[src/pmid_pkg.sv]
// Shared widths and types for the periodic minimum-image distance block.
// No dependencies; every other file imports this package.
package pmid_pkg;

   localparam int COORD_W  = 24;              // input coordinate width
   localparam int BOX_W    = COORD_W - 1;     // box size and distance width
   localparam int MAG_W    = COORD_W + 1;     // magnitude of a coordinate difference
   localparam int REM_W    = BOX_W;           // remainder modulo box
   localparam int SQ_W     = 2 * MAG_W;       // one squared component
   localparam int SUM_W    = SQ_W + 2;        // sum of three squares
   localparam int ROOT_W   = SUM_W / 2;       // integer square root
   localparam int SREM_W   = ROOT_W + 2;      // square root partial remainder
   localparam int LANES    = 3;

   localparam logic [BOX_W-1:0] BOX_RESET = BOX_W'(4096);
   localparam logic [BOX_W-1:0] DIST_MAX  = {BOX_W{1'b1}};

   // One component moving through the remainder cells.
   typedef struct packed {
      logic [MAG_W-1:0] mag;   // untouched magnitude
      logic [MAG_W-1:0] shf;   // magnitude, next bit at the top
      logic [REM_W-1:0] rem;   // partial remainder
   } rem_lane_type;

   typedef rem_lane_type [LANES-1:0] rem_lanes_type;

   // Operand moving through the square root cells.
   typedef struct packed {
      logic [SREM_W-1:0] srem;
      logic [ROOT_W-1:0] root;
      logic [SUM_W-1:0]  sum;
   } sqrt_data_type;

endpackage

[src/pmid_sqrt_cell.sv]
// One result bit of the digit-by-digit integer square root.
// Depends on pmid_pkg.
module pmid_sqrt_cell import pmid_pkg::*; (
   input  logic          clock,
   input  logic          reset,
   input  logic          advance,
   input  logic          valid_in,
   input  sqrt_data_type data_in,
   output logic          valid_out,
   output sqrt_data_type data_out
);

   logic          valid_ff;
   sqrt_data_type data_ff;
   sqrt_data_type data_nxt;

   always_comb begin
      logic [SREM_W+1:0] r2;
      logic [SREM_W+1:0] tr;
      r2 = {data_in.srem, data_in.sum[SUM_W-1 -: 2]};
      tr = {2'b00, data_in.root, 2'b01};
      data_nxt.sum = {data_in.sum[SUM_W-3:0], 2'b00};
      if (r2 >= tr) begin
         data_nxt.srem = SREM_W'(r2 - tr);
         data_nxt.root = {data_in.root[ROOT_W-2:0], 1'b1};
      end else begin
         data_nxt.srem = r2[SREM_W-1:0];
         data_nxt.root = {data_in.root[ROOT_W-2:0], 1'b0};
      end
   end

   always_ff @(posedge clock) begin
      if (reset) begin
         valid_ff <= 1'b0;
      end else if (advance) begin
         valid_ff <= valid_in;
      end
   end

   always_ff @(posedge clock) begin
      if (advance) begin
         data_ff <= data_nxt;
      end
   end

   assign valid_out = valid_ff;
   assign data_out  = data_ff;

endmodule

[config.mk]
export PLATFORM = sky130hd
export DESIGN_NAME = pmid_sqrt_cell
export DESIGN_NICKNAME = d
export VERILOG_FILES = /design/src/pmid_pkg.sv /design/src/pmid_sqrt_cell.sv
export SDC_FILE = /design/constraint.sdc
export NUM_CORES = 1
export LEC_CHECK = 0
export ABC_AREA = 1
export BUFFER_PORTS_ARGS = -buffer_cell sky130_fd_sc_hd__buf_4
export CAP_MARGIN = 20
export CORE_AREA = 5 5 122 124
export CTS_CLUSTER_DIAMETER = 100
export DETAILED_ROUTE_END_ITERATION = 16
export DIE_AREA = 0 0 127 129
export MAX_ROUTING_LAYER = met4
export PLACE_DENSITY = 0.72
export SETUP_SLACK_MARGIN = 0.15
export SYNTH_ARGS = -nofsm -noshare
export SYNTH_HDL_FRONTEND = slang
export SYNTH_SLANG_ARGS = --single-unit
[constraint.sdc]
create_clock -name clock -period 2.02 [get_ports clock]
set_clock_uncertainty 0.1 [all_clocks]
set_input_delay 0.202 -clock clock [delete_from_list [all_inputs] [get_ports clock]]
set_output_delay 0.202 -clock clock [all_outputs]
set_load 0.1 [all_outputs]
==> flow_metrics.env <==
export IMPL_run_status="complete, no violations"
export IMPL_totalWireLength_mm=19.0
export IMPL_timing_critical_path_cells="buf_4 -> inv_1 -> ha_1 -> nand2_1 -> nor2_1 -> nand3_1 -> nand3_1 -> nand2_1 -> nand3_1 -> nand2_1 -> nand3_2 -> nand2_1"
export IMPL_rsz0062_at_grt="false"
export IMPL_final_hold_worst_slack_ns=0.0753
export IMPL_switching_share_pct=42.2
export IMPL_placement_io_buffers=214
export IMPL_cp_required_ns=2.03
export IMPL_worst_path_most_repeated_cell="sky130_fd_sc_hd__nand2_1"
export IMPL_power_share_clock_pct=22.3
export IMPL_drt_initial_drc_count=351
export IMPL_launch_instance_of_the_worst_register_to_register_path="valid_out$_SDFFE_PP0P_"
export IMPL_insertion_delay_ns=0.35
export IMPL_comb_power_share_pct=42.1
export IMPL_cts_sinks=105
export IMPL_yosys_area_top_type_share_pct=52.4
export IMPL_grt_pass1_wl_mm=29.2
export IMPL_maxSlewViolCount=0
export IMPL_fp_dieArea_sq_um=16400
export IMPL_timing_setup_tns_ns=0
export IMPL_ys_dominant_reg_cell="sky130_fd_sc_hd__edfxtp_1"
export IMPL_setup_worst_path_end_class="flop"
export IMPL_global_route_overflow=0
export IMPL_worst_hold_path_num_cells=3
export IMPL_timing_worst_setup_path_type="in -> reg"
export IMPL_fin_util_pct=68.8
export IMPL_pre_cts_slack_ns=-0.122
export IMPL_synthDominantAreaCellType="sky130_fd_sc_hd__edfxtp_1"
export IMPL_initial_core_util_pct=43.6
export IMPL_worst_r2r_cell_count=3
export IMPL_synth_edff_count=104
export IMPL_power_switching_mw=3.22
export IMPL_ir_worst_vdd_mv=0.424
export IMPL_total_number_of_yosys_warnings=0
export IMPL_synth_async_sr_flop_share_pct=0
export IMPL_startpoint="data_in[57]"
export IMPL_min_delay_start="data_in[82]"
export IMPL_worstPathMaxFanout=4
export IMPL_first_pass_iters=4
export IMPL_crit_path_max_incr_delay_ns=0.33
export IMPL_grt_pass1_vias=5612
export IMPL_crit_path_top_delay_cell="sky130_fd_sc_hd__ha_1"
export IMPL_globalRouteTotalUtil_pct=23.7
export IMPL_post_synth_num_cell_types=35
export IMPL_hpwlAfterDp_mm=13.8
export IMPL_layout_setup_ws_ns=0.272
export IMPL_ctsRootBufferMaster="sky130_fd_sc_hd__clkbuf_16"
export IMPL_tritoncts_num_buffers=9
export IMPL_synthesis_instances=675
export IMPL_sequentialPowerShare_pct=35.6
export IMPL_drcViolationCount=0
export IMPL_internal_power_mw=4.42
export IMPL_power_static_leakage_nw=4.75
export IMPL_die_y_microns=129
export IMPL_fraction_of_final_layout_cells_with_drive_strength_greater_than_1_pct=33.7
export IMPL_final_min_clock_period_ns=1.75
export IMPL_avgViaCountPerCell=4.60
export IMPL_timing_reg2reg_setup_slack_ns=0.70
export IMPL_std_cell_rows=43
export IMPL_dr_total_vias=5583
export IMPL_cp_launch_type="primary input"
export IMPL_place_inst=1122
export IMPL_antennaDiodeCount=0
export IMPL_synthToLayoutAreaGrowth_pct=57.8
export IMPL_synth_cell_area_sq_um=5960
export IMPL_final_nets=1168
export IMPL_maxClockFrequency_mhz=572
export IMPL_fp_dieW_microns=127
export IMPL_boundaryPins=217
export IMPL_clkTransAtPathRegs_ns=0.08
export IMPL_seq_area_frac_synth_pct=52.8
export IMPL_synth_seq_cells=105
export IMPL_post_drt_wl_per_cell_microns=15.7
export IMPL_power_density_nw_per_um2=812
export IMPL_max_cap_viols=0
export IMPL_worstReg2RegEnd="valid_out$_SDFFE_PP0P_"
export IMPL_grt_max_degree=40
export IMPL_cts_tree="built"
export IMPL_hold_class="in -> reg"
export IMPL_layoutNonFillerInstCount=1215
export IMPL_cp_data_arrival_time_ns=1.76
export IMPL_final_hold_vios=0
export IMPL_gp_congestion=0.959
export IMPL_setup_violations=0
export IMPL_initial_antenna_violation_count=0
export IMPL_postSynthAreaPerCell_sq_um=8.83
export IMPL_fin_crit_sh_pct=86.5
export IMPL_netlist_top_cells_area="sky130_fd_sc_hd__edfxtp_1 52%, sky130_fd_sc_hd__nand2_1 14%, sky130_fd_sc_hd__inv_1 8.8%"
export IMPL_cts_max_path_buffers=2
export IMPL_core_area_sq_um=13700
export IMPL_postRouteAntennaNets=0
export IMPL_worst_hold_path_endpoint="data_out[84]$_DFFE_PP_"
export IMPL_ctsHtreeMaxLevel=3
[cell families (layout without fill, tap and decap cells)]
| family | Yosys count | after routing | synth area share [%] |
|---|---|---|---|
| and+or+nand+nor | 333 | 333 | 24.7 |
| buffers and inverters | 160 | 519 | 10.7 |
| DFF | 105 | 105 | 52.8 |
| AOI/OAI and AO/OA | 35 | 35 | 3.91 |
| adders and majority gates | 28 | 28 | 5.88 |
| xor gates and xnor gates | 12 | 12 | 1.76 |
| other | 1 | 2 | 0.0630 |
| muxes | 1 | 1 | 0.168 |
[layer usage]
| metal | share of wire, % | global-route usage, % | up-vias | wire length [microns] |
|---|---|---|---|---|
| met1 | 41 | 28.1 | 2534 | 7760 |
| met4 | 1.5 | 6.56 | 0 | 280 |
| met3 | 7.2 | 4.36 | 21 | 1370 |
| met2 | 51 | 41.7 | 186 | 9610 |
| li1 | - | - | 2842 | - |
| met5 | 0 | - | - | 0 |
[critical path, delay by kind of cell]
family / cells / cell delay [ns]
fa+ha+maj: 1 / 0.33
buf+inv: 2 / 0.13
simple gates: 9 / 1.10
[Yosys cell counts, types with 2 or more instances]
library cell               instances
sky130_fd_sc_hd__ha_1             28
sky130_fd_sc_hd__nand3b_1          3
sky130_fd_sc_hd__nor2_2            6
sky130_fd_sc_hd__nor2_1           29
sky130_fd_sc_hd__nand2_2           5
sky130_fd_sc_hd__nand3_1          27
sky130_fd_sc_hd__clkbuf_1          3
sky130_fd_sc_hd__and2_1            2
sky130_fd_sc_hd__buf_4             2
sky130_fd_sc_hd__nand2_1         226
sky130_fd_sc_hd__o21ai_2          11
sky130_fd_sc_hd__inv_2            10
sky130_fd_sc_hd__nand4_1          19
sky130_fd_sc_hd__nor3_2            2
sky130_fd_sc_hd__clkinv_1          2
sky130_fd_sc_hd__inv_1           139
sky130_fd_sc_hd__nand3_2           9
sky130_fd_sc_hd__xnor2_1           2
sky130_fd_sc_hd__a21oi_1          13
sky130_fd_sc_hd__xor2_1           10
sky130_fd_sc_hd__o21ai_1           6
sky130_fd_sc_hd__buf_6             4
sky130_fd_sc_hd__o21ai_0           2
sky130_fd_sc_hd__edfxtp_1        104
[layout by cell type, fill, tap and decap left out, drive strengths merged, types with 3 or more instances in the layout]
cell         instances
buf                275
inv                151
nand3               37
edfxtp             104
clkbuf              10
ha                  28
a21oi               14
and2                 3
nand3b               3
nand2              231
nand4               19
o21ai               19
clkinv               4
nor3                 3
xor2                10
nor2                35
dlygate4sd3         77
[power by group through the flow]
stage	combinational [mW]	sequential (mW)	clock [mW]
6_report	3.21	2.72	1.71
3_3_place_gp	3.06	2.76	0
3_5_place_dp	3.08	2.76	0
2_1_floorplan	0.678	4.29	0
5_1_grt	3.38	2.74	1.82
4_1_cts	3.21	2.71	1.73
[final cells by class]
cell class	instances	area [sq um]
clock buffers	10	229
clock inverters	6	51.3
fillers	1115	4260
inverters	151	567
multi-input cells	411	2300
flip-flops and latches	105	3140
well taps	180	225
repair buffers	352	2890
[worst max-delay path by stage]
stage,end,depth (start not counted)
after global placement,data_out[101]$_DFFE_PP_,11
after global routing,data_out[100]$_DFFE_PP_,13
after floorplan,data_out[89]$_DFFE_PP_,15
after detailed placement,data_out[87]$_DFFE_PP_,11
final,data_out[103]$_DFFE_PP_,12
after CTS,data_out[92]$_DFFE_PP_,11
[what timing repair did]
action	CTS	global route
buffers inserted	0	0
endpoints found under the setup margin	0	28
hold buffers	77	0
gates resized for setup	0	3
endpoints found under the hold margin	76	0
[metrics by stage]
| step | total power [mW] | cell area, sq um |
|---|---|---|
| after floorplan | 4.97 | 6080 |
| after CTS | 7.65 | 9400 |
| after global placement | 5.82 | 8340 |
| after detailed placement | 5.84 | 8340 |
| after global routing | 7.93 | 9400 |
| final | 7.63 | 9400 |
[registers in the layout (all words and copies together) (netlist names)]
name and count:
data_out 104, valid_out 1
Power figures use the tool's default switching activity.
