<file path="src/pmid_pkg.sv">
// Shared widths and types for the periodic minimum-image distance block.
// No dependencies; every other file imports this package.
package pmid_pkg;

   localparam int COORD_W  = 24;              // input coordinate width
   localparam int BOX_W    = COORD_W - 1;     // box size and distance width
   localparam int MAG_W    = COORD_W + 1;     // magnitude of a coordinate difference
   localparam int REM_W    = BOX_W;           // remainder modulo box
   localparam int SQ_W     = 2 * MAG_W;       // one squared component
   localparam int SUM_W    = SQ_W + 2;        // sum of three squares
   localparam int ROOT_W   = SUM_W / 2;       // integer square root
   localparam int SREM_W   = ROOT_W + 2;      // square root partial remainder
   localparam int LANES    = 3;

   localparam logic [BOX_W-1:0] BOX_RESET = BOX_W'(4096);
   localparam logic [BOX_W-1:0] DIST_MAX  = {BOX_W{1'b1}};

   // One component moving through the remainder cells.
   typedef struct packed {
      logic [MAG_W-1:0] mag;   // untouched magnitude
      logic [MAG_W-1:0] shf;   // magnitude, next bit at the top
      logic [REM_W-1:0] rem;   // partial remainder
   } rem_lane_type;

   typedef rem_lane_type [LANES-1:0] rem_lanes_type;

   // Operand moving through the square root cells.
   typedef struct packed {
      logic [SREM_W-1:0] srem;
      logic [ROOT_W-1:0] root;
      logic [SUM_W-1:0]  sum;
   } sqrt_data_type;

endpackage

</file>
<file path="src/pmid_rem_cell.sv">
// One bit of the restoring remainder (magnitude modulo box) for all three lanes.
// Depends on pmid_pkg.
module pmid_rem_cell import pmid_pkg::*; (
   input  logic             clock,
   input  logic             reset,
   input  logic             advance,
   input  logic [BOX_W-1:0] box,
   input  logic             valid_in,
   input  rem_lanes_type    lanes_in,
   output logic             valid_out,
   output rem_lanes_type    lanes_out
);

   logic          valid_ff;
   rem_lanes_type lanes_ff;
   rem_lanes_type lanes_nxt;

   always_comb begin
      logic [REM_W:0] t;
      t = '0;
      for (int k = 0; k < LANES; k++) begin
         lanes_nxt[k].mag = lanes_in[k].mag;
         lanes_nxt[k].shf = {lanes_in[k].shf[MAG_W-2:0], 1'b0};
         t = {lanes_in[k].rem, lanes_in[k].shf[MAG_W-1]};
         if (t >= {1'b0, box}) begin
            lanes_nxt[k].rem = REM_W'(t - {1'b0, box});
         end else begin
            lanes_nxt[k].rem = t[REM_W-1:0];
         end
      end
   end

   always_ff @(posedge clock) begin
      if (reset) begin
         valid_ff <= 1'b0;
      end else if (advance) begin
         valid_ff <= valid_in;
      end
   end

   always_ff @(posedge clock) begin
      if (advance) begin
         lanes_ff <= lanes_nxt;
      end
   end

   assign valid_out = valid_ff;
   assign lanes_out = lanes_ff;

endmodule

</file>
<file path="config.mk">
export PLATFORM = sky130hd
export DESIGN_NAME = pmid_rem_cell
export DESIGN_NICKNAME = d
export VERILOG_FILES = /design/src/pmid_pkg.sv /design/src/pmid_rem_cell.sv
export SDC_FILE = /design/constraint.sdc
export NUM_CORES = 1
export LEC_CHECK = 0
export ABC_AREA = 1
export BUFFER_PORTS_ARGS = -buffer_cell sky130_fd_sc_hd__buf_2
export CAP_MARGIN = 20
export CORE_AREA = 2 2 184 186
export DETAILED_ROUTE_END_ITERATION = 6
export DIE_AREA = 0 0 186 188
export GPL_ROUTABILITY_DRIVEN = 0
export PLACE_DENSITY_LB_ADDON = 0.2
export RECOVER_POWER = 100
export SYNTH_ARGS = -nofsm -noshare
export SYNTH_HDL_FRONTEND = slang
export SYNTH_SLANG_ARGS = --single-unit
</file>
<file path="constraint.sdc">
create_clock -name clock -period 4.8 [get_ports clock]
set_input_delay 0.96 -clock clock [delete_from_list [all_inputs] [get_ports clock]]
set_output_delay 0.96 -clock clock [all_outputs]
set_load 0.005 [all_outputs]
</file>
==> impl_metrics.ini, run 1 <==
[status]
outcome = complete, but fails checks
violations = capacitance limit, slew limit

[synth]
synth_cells = 1514
synthDistinctLibCells = 33
dominantRegCellSynth = edfxtp_1
synth_compound_area_frac = 0.0275
synth_top_family_by_area = simple AND/OR/NAND/NOR gates
synth_edf_count = 216
synthAdderAreaFrac = 0.0720
yosys.area_share.simple = 0.272
syn_area_per_cell_um2 = 8.47
synth_warnings = 0
synth_xor_area_frac = 0.0198
ys_seq_area_frac = 0.507
ys_ff_latch = 217
syn_area_um2 = 12800
async_reset_ff_frac = 0
synthMuxAreaShare = 0.000781

[cts]
htreeDepth = 1
cts-buffers-inserted = 25
clkTransAtPathRegs_ns = 0.06
clkLatencyLatePin_ns = 0.52
cts_resized = 0
clock-root-buffer = clkbuf_16
clockBufferDepth = 3
cts_sinks = 217
ctsHoldBuffers = 0
cts_tree = built
post-cts-setup-buffers = 0

[layout]
fillers = 3332
drive_gt1_frac = 0.171
nets = 2305
area_delta_synth_final_pct = 26.2
final_cell_mix = 531 x nand2_1, 296 x inv_1, 282 x buf_2, 216 x edfxtp_1, 182 x clkbuf_1
layout_commonest_cell = nand2_1

[worst_setup_path]
cp.arrival_ns = 4.06
path_cells = clkbuf_2 -> clkbuf_2 -> mux2i_1 -> nor2_1
path_delay_family = buffers and inverters
cp-start-kind = input pin
crit_path_max_fanout = 99
reg2reg_depth = 2
crit_path_frequent_cell = clkbuf_2
cp-end-kind = flop
critical_path_class = in -> reg
path_buf_inv = 2
reg2reg_slack_ns = 4.20
max_stage_delay_ns = 1.77
cp.required_ns = 5.22
path_depth = 4
critical_path.slowest_cell = clkbuf_2

[grt]
grt-ovfl-total = 0
met2_usage = 0.443
antenna_found_initial = 7
grt_use_met3 = 0.0423
grt_pass1_vias = 11400
grt_max_degree = 100
top_usage_layer = met2
gr-usage-all-layers = 0.248
grt_use_met1 = 0.297
grt_pass1_wl_um = 64700

[routing]
num_vias = 11800
firstDrtPassIters = 6
wirelength_um = 45000
antenna_left = 0
drtIter0Drc = 918
vias_per_cell = 4.82
drc = 0
avgRoutedWirePerCell_um = 18.3

[sta]
fmax_mhz = 275
tightest_slew_ns = 2.61
rsz0062_at_grt = no
fin_crit_sh = 0.758
setup_viol = 0
hold_violations = 0
fin_tns_setup_ns = 0
relSlewSlack = -0.738
clock_skew_ns = 0
drv_slew = 99
period_needed_ns = 3.64

[floorplanning]
die_w_um = 186
coreArea_um2 = 33100
pin_count = 466
die_h_um = 188
die_area_um2 = 35000
initial_core_util = 0.387
num_rows = 67

[min_path]
holdPathStages = 2
min_path_type = reg -> reg

[placement]
hpwl_um = 36800
port_buffers = 462

[power_and_ir_drop]
ir_worst_vdd_v = 0.000261
finalPower_mw = 5.59
powerDensity_nw_per_um2 = 345
p_leak_nw = 8.04

[job]
maxCapViolCount = 1
per-stage QoR:
step           instances  hold WS (ns)  setup slack (ns)   util  cell area [µm²]
6_report            2456         0.531              1.16  0.489            16200
4_1_cts             2453         0.540              1.71  0.497            16500
2_1_floorplan       1516         0.485              2.14      -            12800
5_1_grt             2456         0.576             0.898  0.489            16200
3_5_place_dp        2408         0.528              1.14  0.470            15600
3_3_place_gp        2408         0.480              1.20  0.470            15600
power by group:
part,internal [mW],total [mW],switching [mW]
Clock,1.26,2.05,0.787
Combinational,0.413,1.16,0.748
Sequential,2.32,2.38,0.0549
path summary, 6_finish.rpt:
path                  start   endpoint
hold reg to reg   valid_out  valid_out
setup reg to reg  valid_out  valid_out
setup / recovery    advance  valid_out
hold / removal    valid_out  valid_out
worst register-to-register path: cells and delay by family (launching register included):
kind	cells	cell delay, ns
flops	1	0.32
mux	1	0.12
simple gates	1	0.06
metal layers:
| metal | vias up | wire length [µm] |
|---|---|---|
| li1 | 5814 | - |
| met1 | 5471 | 17700 |
| met2 | 479 | 22400 |
| met3 | 78 | 3400 |
| met4 | 6 | 1530 |
| met5 | - | 36 |
flip-flops by register name (all words and copies together) (netlist names):
register / count
lanes_out: 216
valid_out: 1
area by class of cell:
type | count | area [µm²] | share of cell area
repair buffers | 465 | 2120 | 0.131
clock buffers | 31 | 668 | 0.0413
flip-flops and latches | 217 | 6510 | 0.402
clock inverters | 14 | 209 | 0.0129
multi-input cells | 982 | 5010 | 0.309
diodes | 3 | 7.51 | 0.000464
well taps | 448 | 561 | 0.0346
inverters | 296 | 1110 | 0.0686
Yosys cell counts, drive strengths merged, types with 5 or more instances:
cell    count  area share
nand2     538        0.16
inv       296       0.087
edfxtp    216        0.51
nor2       95       0.030
nand3      93       0.037
ha         69       0.067
nand4      53       0.029
o21ai      34       0.015
a21oi      32       0.012
xor2       26       0.018
buf        17       0.012
nand3b     14      0.0082
nor3        7      0.0027
and2        6      0.0029
or2         5      0.0024
cells by family (layout without fill, tap and decap cells):
kind of cell	count (synthesis)	in the layout
compound gates	66	66
buf+inv	317	806
flops	217	217
fa+ha+maj	72	72
simple gates	811	811
xor+xnor	29	29
mux	1	1
other cells	1	6
No activity file was read; power rests on OpenSTA's default activity.
==> run 2: changes to the inputs <==
CORE_AREA = 2 2 181 183   (was 2 2 184 186)
DIE_AREA = 0 0 183 185   (was 0 0 186 188)
clock period = 3.1 ns   (was 4.8 ns; I/O delays follow)
==> impl_metrics.ini, run 2 (same netlist as run 1, synthesis figures left out) <==
[cts]
ctsHoldBuffers = 0
post-cts-setup-buffers = 0
cts_tree = built
cts_sinks = 217
clkLatencyLatePin_ns = 0.51
clockBufferDepth = 3
htreeDepth = 1
cts_resized = 0
clock-root-buffer = clkbuf_16
clkTransAtPathRegs_ns = 0.06
cts-buffers-inserted = 25

[min_path]
hp-start = reset
holdPathStages = 2
hold_end = valid_out
min_path_type = in -> reg

[routing]
num_vias = 12000
avgRoutedWirePerCell_um = 18.3
wirelength_um = 44600
firstDrtPassIters = 5
antenna_left = 0
drtIter0Drc = 826
drc = 0
vias_per_cell = 4.91

[grt]
grt_use_met3 = 0.0617
grt_max_degree = 71
top_usage_layer = met2
grt_pass1_wl_um = 64300
grt_use_met1 = 0.293
grt_pass1_vias = 11300
antenna_found_initial = 12
gr-usage-all-layers = 0.251
grt-ovfl-total = 0
met2_usage = 0.450

[floorplanning]
num_rows = 66
die_w_um = 183
die_h_um = 185
pin_count = 466
coreArea_um2 = 32000
initial_core_util = 0.400
die_area_um2 = 33900

[worst_setup_path]
path_delay_family = simple AND/OR/NAND/NOR gates
crit_path_frequent_cell = nand2_1
crit_path_max_fanout = 9
cp-end-kind = flop
reg2reg_depth = 2
critical_path_class = in -> reg
r2r-start = valid_out
reg2reg_slack_ns = 2.48
cp-start-kind = input pin
path_cells = buf_2 -> inv_1 -> ha_1 -> nand2_1 -> nor2_1 -> nand3_1 -> nand2_1 -> nand2_1 -> nand4_1 -> clkbuf_1 -> o21ai_0
r2r-end = valid_out
cp.arrival_ns = 2.80
path_buf_inv = 3
max_stage_delay_ns = 0.45
cp.required_ns = 3.36
critical_path.slowest_cell = ha_1

[sta]
fmax_mhz = 394
drv_slew = 69
fin_tns_setup_ns = 0
clock_skew_ns = 0
tightest_slew_ns = 1.95
hold_violations = 0
holdWs_ns = 0.259
rsz0062_at_grt = no
setup_viol = 0
period_needed_ns = 2.54
relSlewSlack = -0.298
fin_crit_sh = 0.820

[placement]
port_buffers = 462
place_area_um2 = 15700
hpwl_um = 36500

[layout]
layout_commonest_cell = nand2_1
largest_register_ffs = 216
fin_area_um2 = 16200
nets = 2322
final_util = 0.507
final_cell_mix = 533 x nand2_1, 296 x inv_1, 291 x buf_2, 216 x edfxtp_1, 179 x clkbuf_1
area_delta_synth_final_pct = 26.7
drive_gt1_frac = 0.178

[status]
violations = capacitance limit, slew limit
outcome = complete, but fails checks

[job]
maxCapViolCount = 1

[power_and_ir_drop]
powerDensity_nw_per_um2 = 529
p_leak_nw = 8.11
ir_worst_vdd_v = 0.000304
-- run 2: cell type report --
cell class              count  area (µm²)
fillers                  3160       15800
flip-flops and latches    217        6510
multi-input cells         982        4980
repair buffers            482        2280
inverters                 296        1110
clock buffers              31         648
well taps                 408         510
clock inverters            13         200
diodes                      5        12.5
-- run 2: layer usage --
layer / part of all wire / up-vias
li1: - / 5844
met1: 0.38 / 5540
met2: 0.49 / 451
met3: 0.083 / 110
met4: 0.042 / 12
met5: 0.0016 / -
-- run 2: how the worst max path moves through the flow --
stage,slack (ns),depth (start not counted),from,end
finish,0.56,11,box[6],lanes_out[152]
global route,0.37,11,box[5],lanes_out[152]
CTS,0.90,12,box[0],lanes_out[9]
detailed placement,0.35,12,box[0],lanes_out[1]
global placement,0.35,12,box[6],lanes_out[165]
floorplan,0.78,12,lanes_in[47],lanes_out[19]
-- run 2: through the flow --
step / instances / setup WS, ns / power, mW
4_1_cts: 2429 / 0.905 / 8.74
5_1_grt: 2432 / 0.366 / 9.02
3_5_place_dp: 2385 / 0.347 / 5.62
6_report: 2434 / 0.559 / 8.60
3_3_place_gp: 2385 / 0.353 / 5.60
2_1_floorplan: 1516 / 0.780 / 4.73
-- run 2: report_power, final --
| part | internal [mW] | switching [mW] |
|---|---|---|
| registers | 3.60 | 0.0868 |
| clock network | 1.90 | 1.20 |
| logic | 0.658 | 1.16 |
| total | 6.15 | 2.44 |
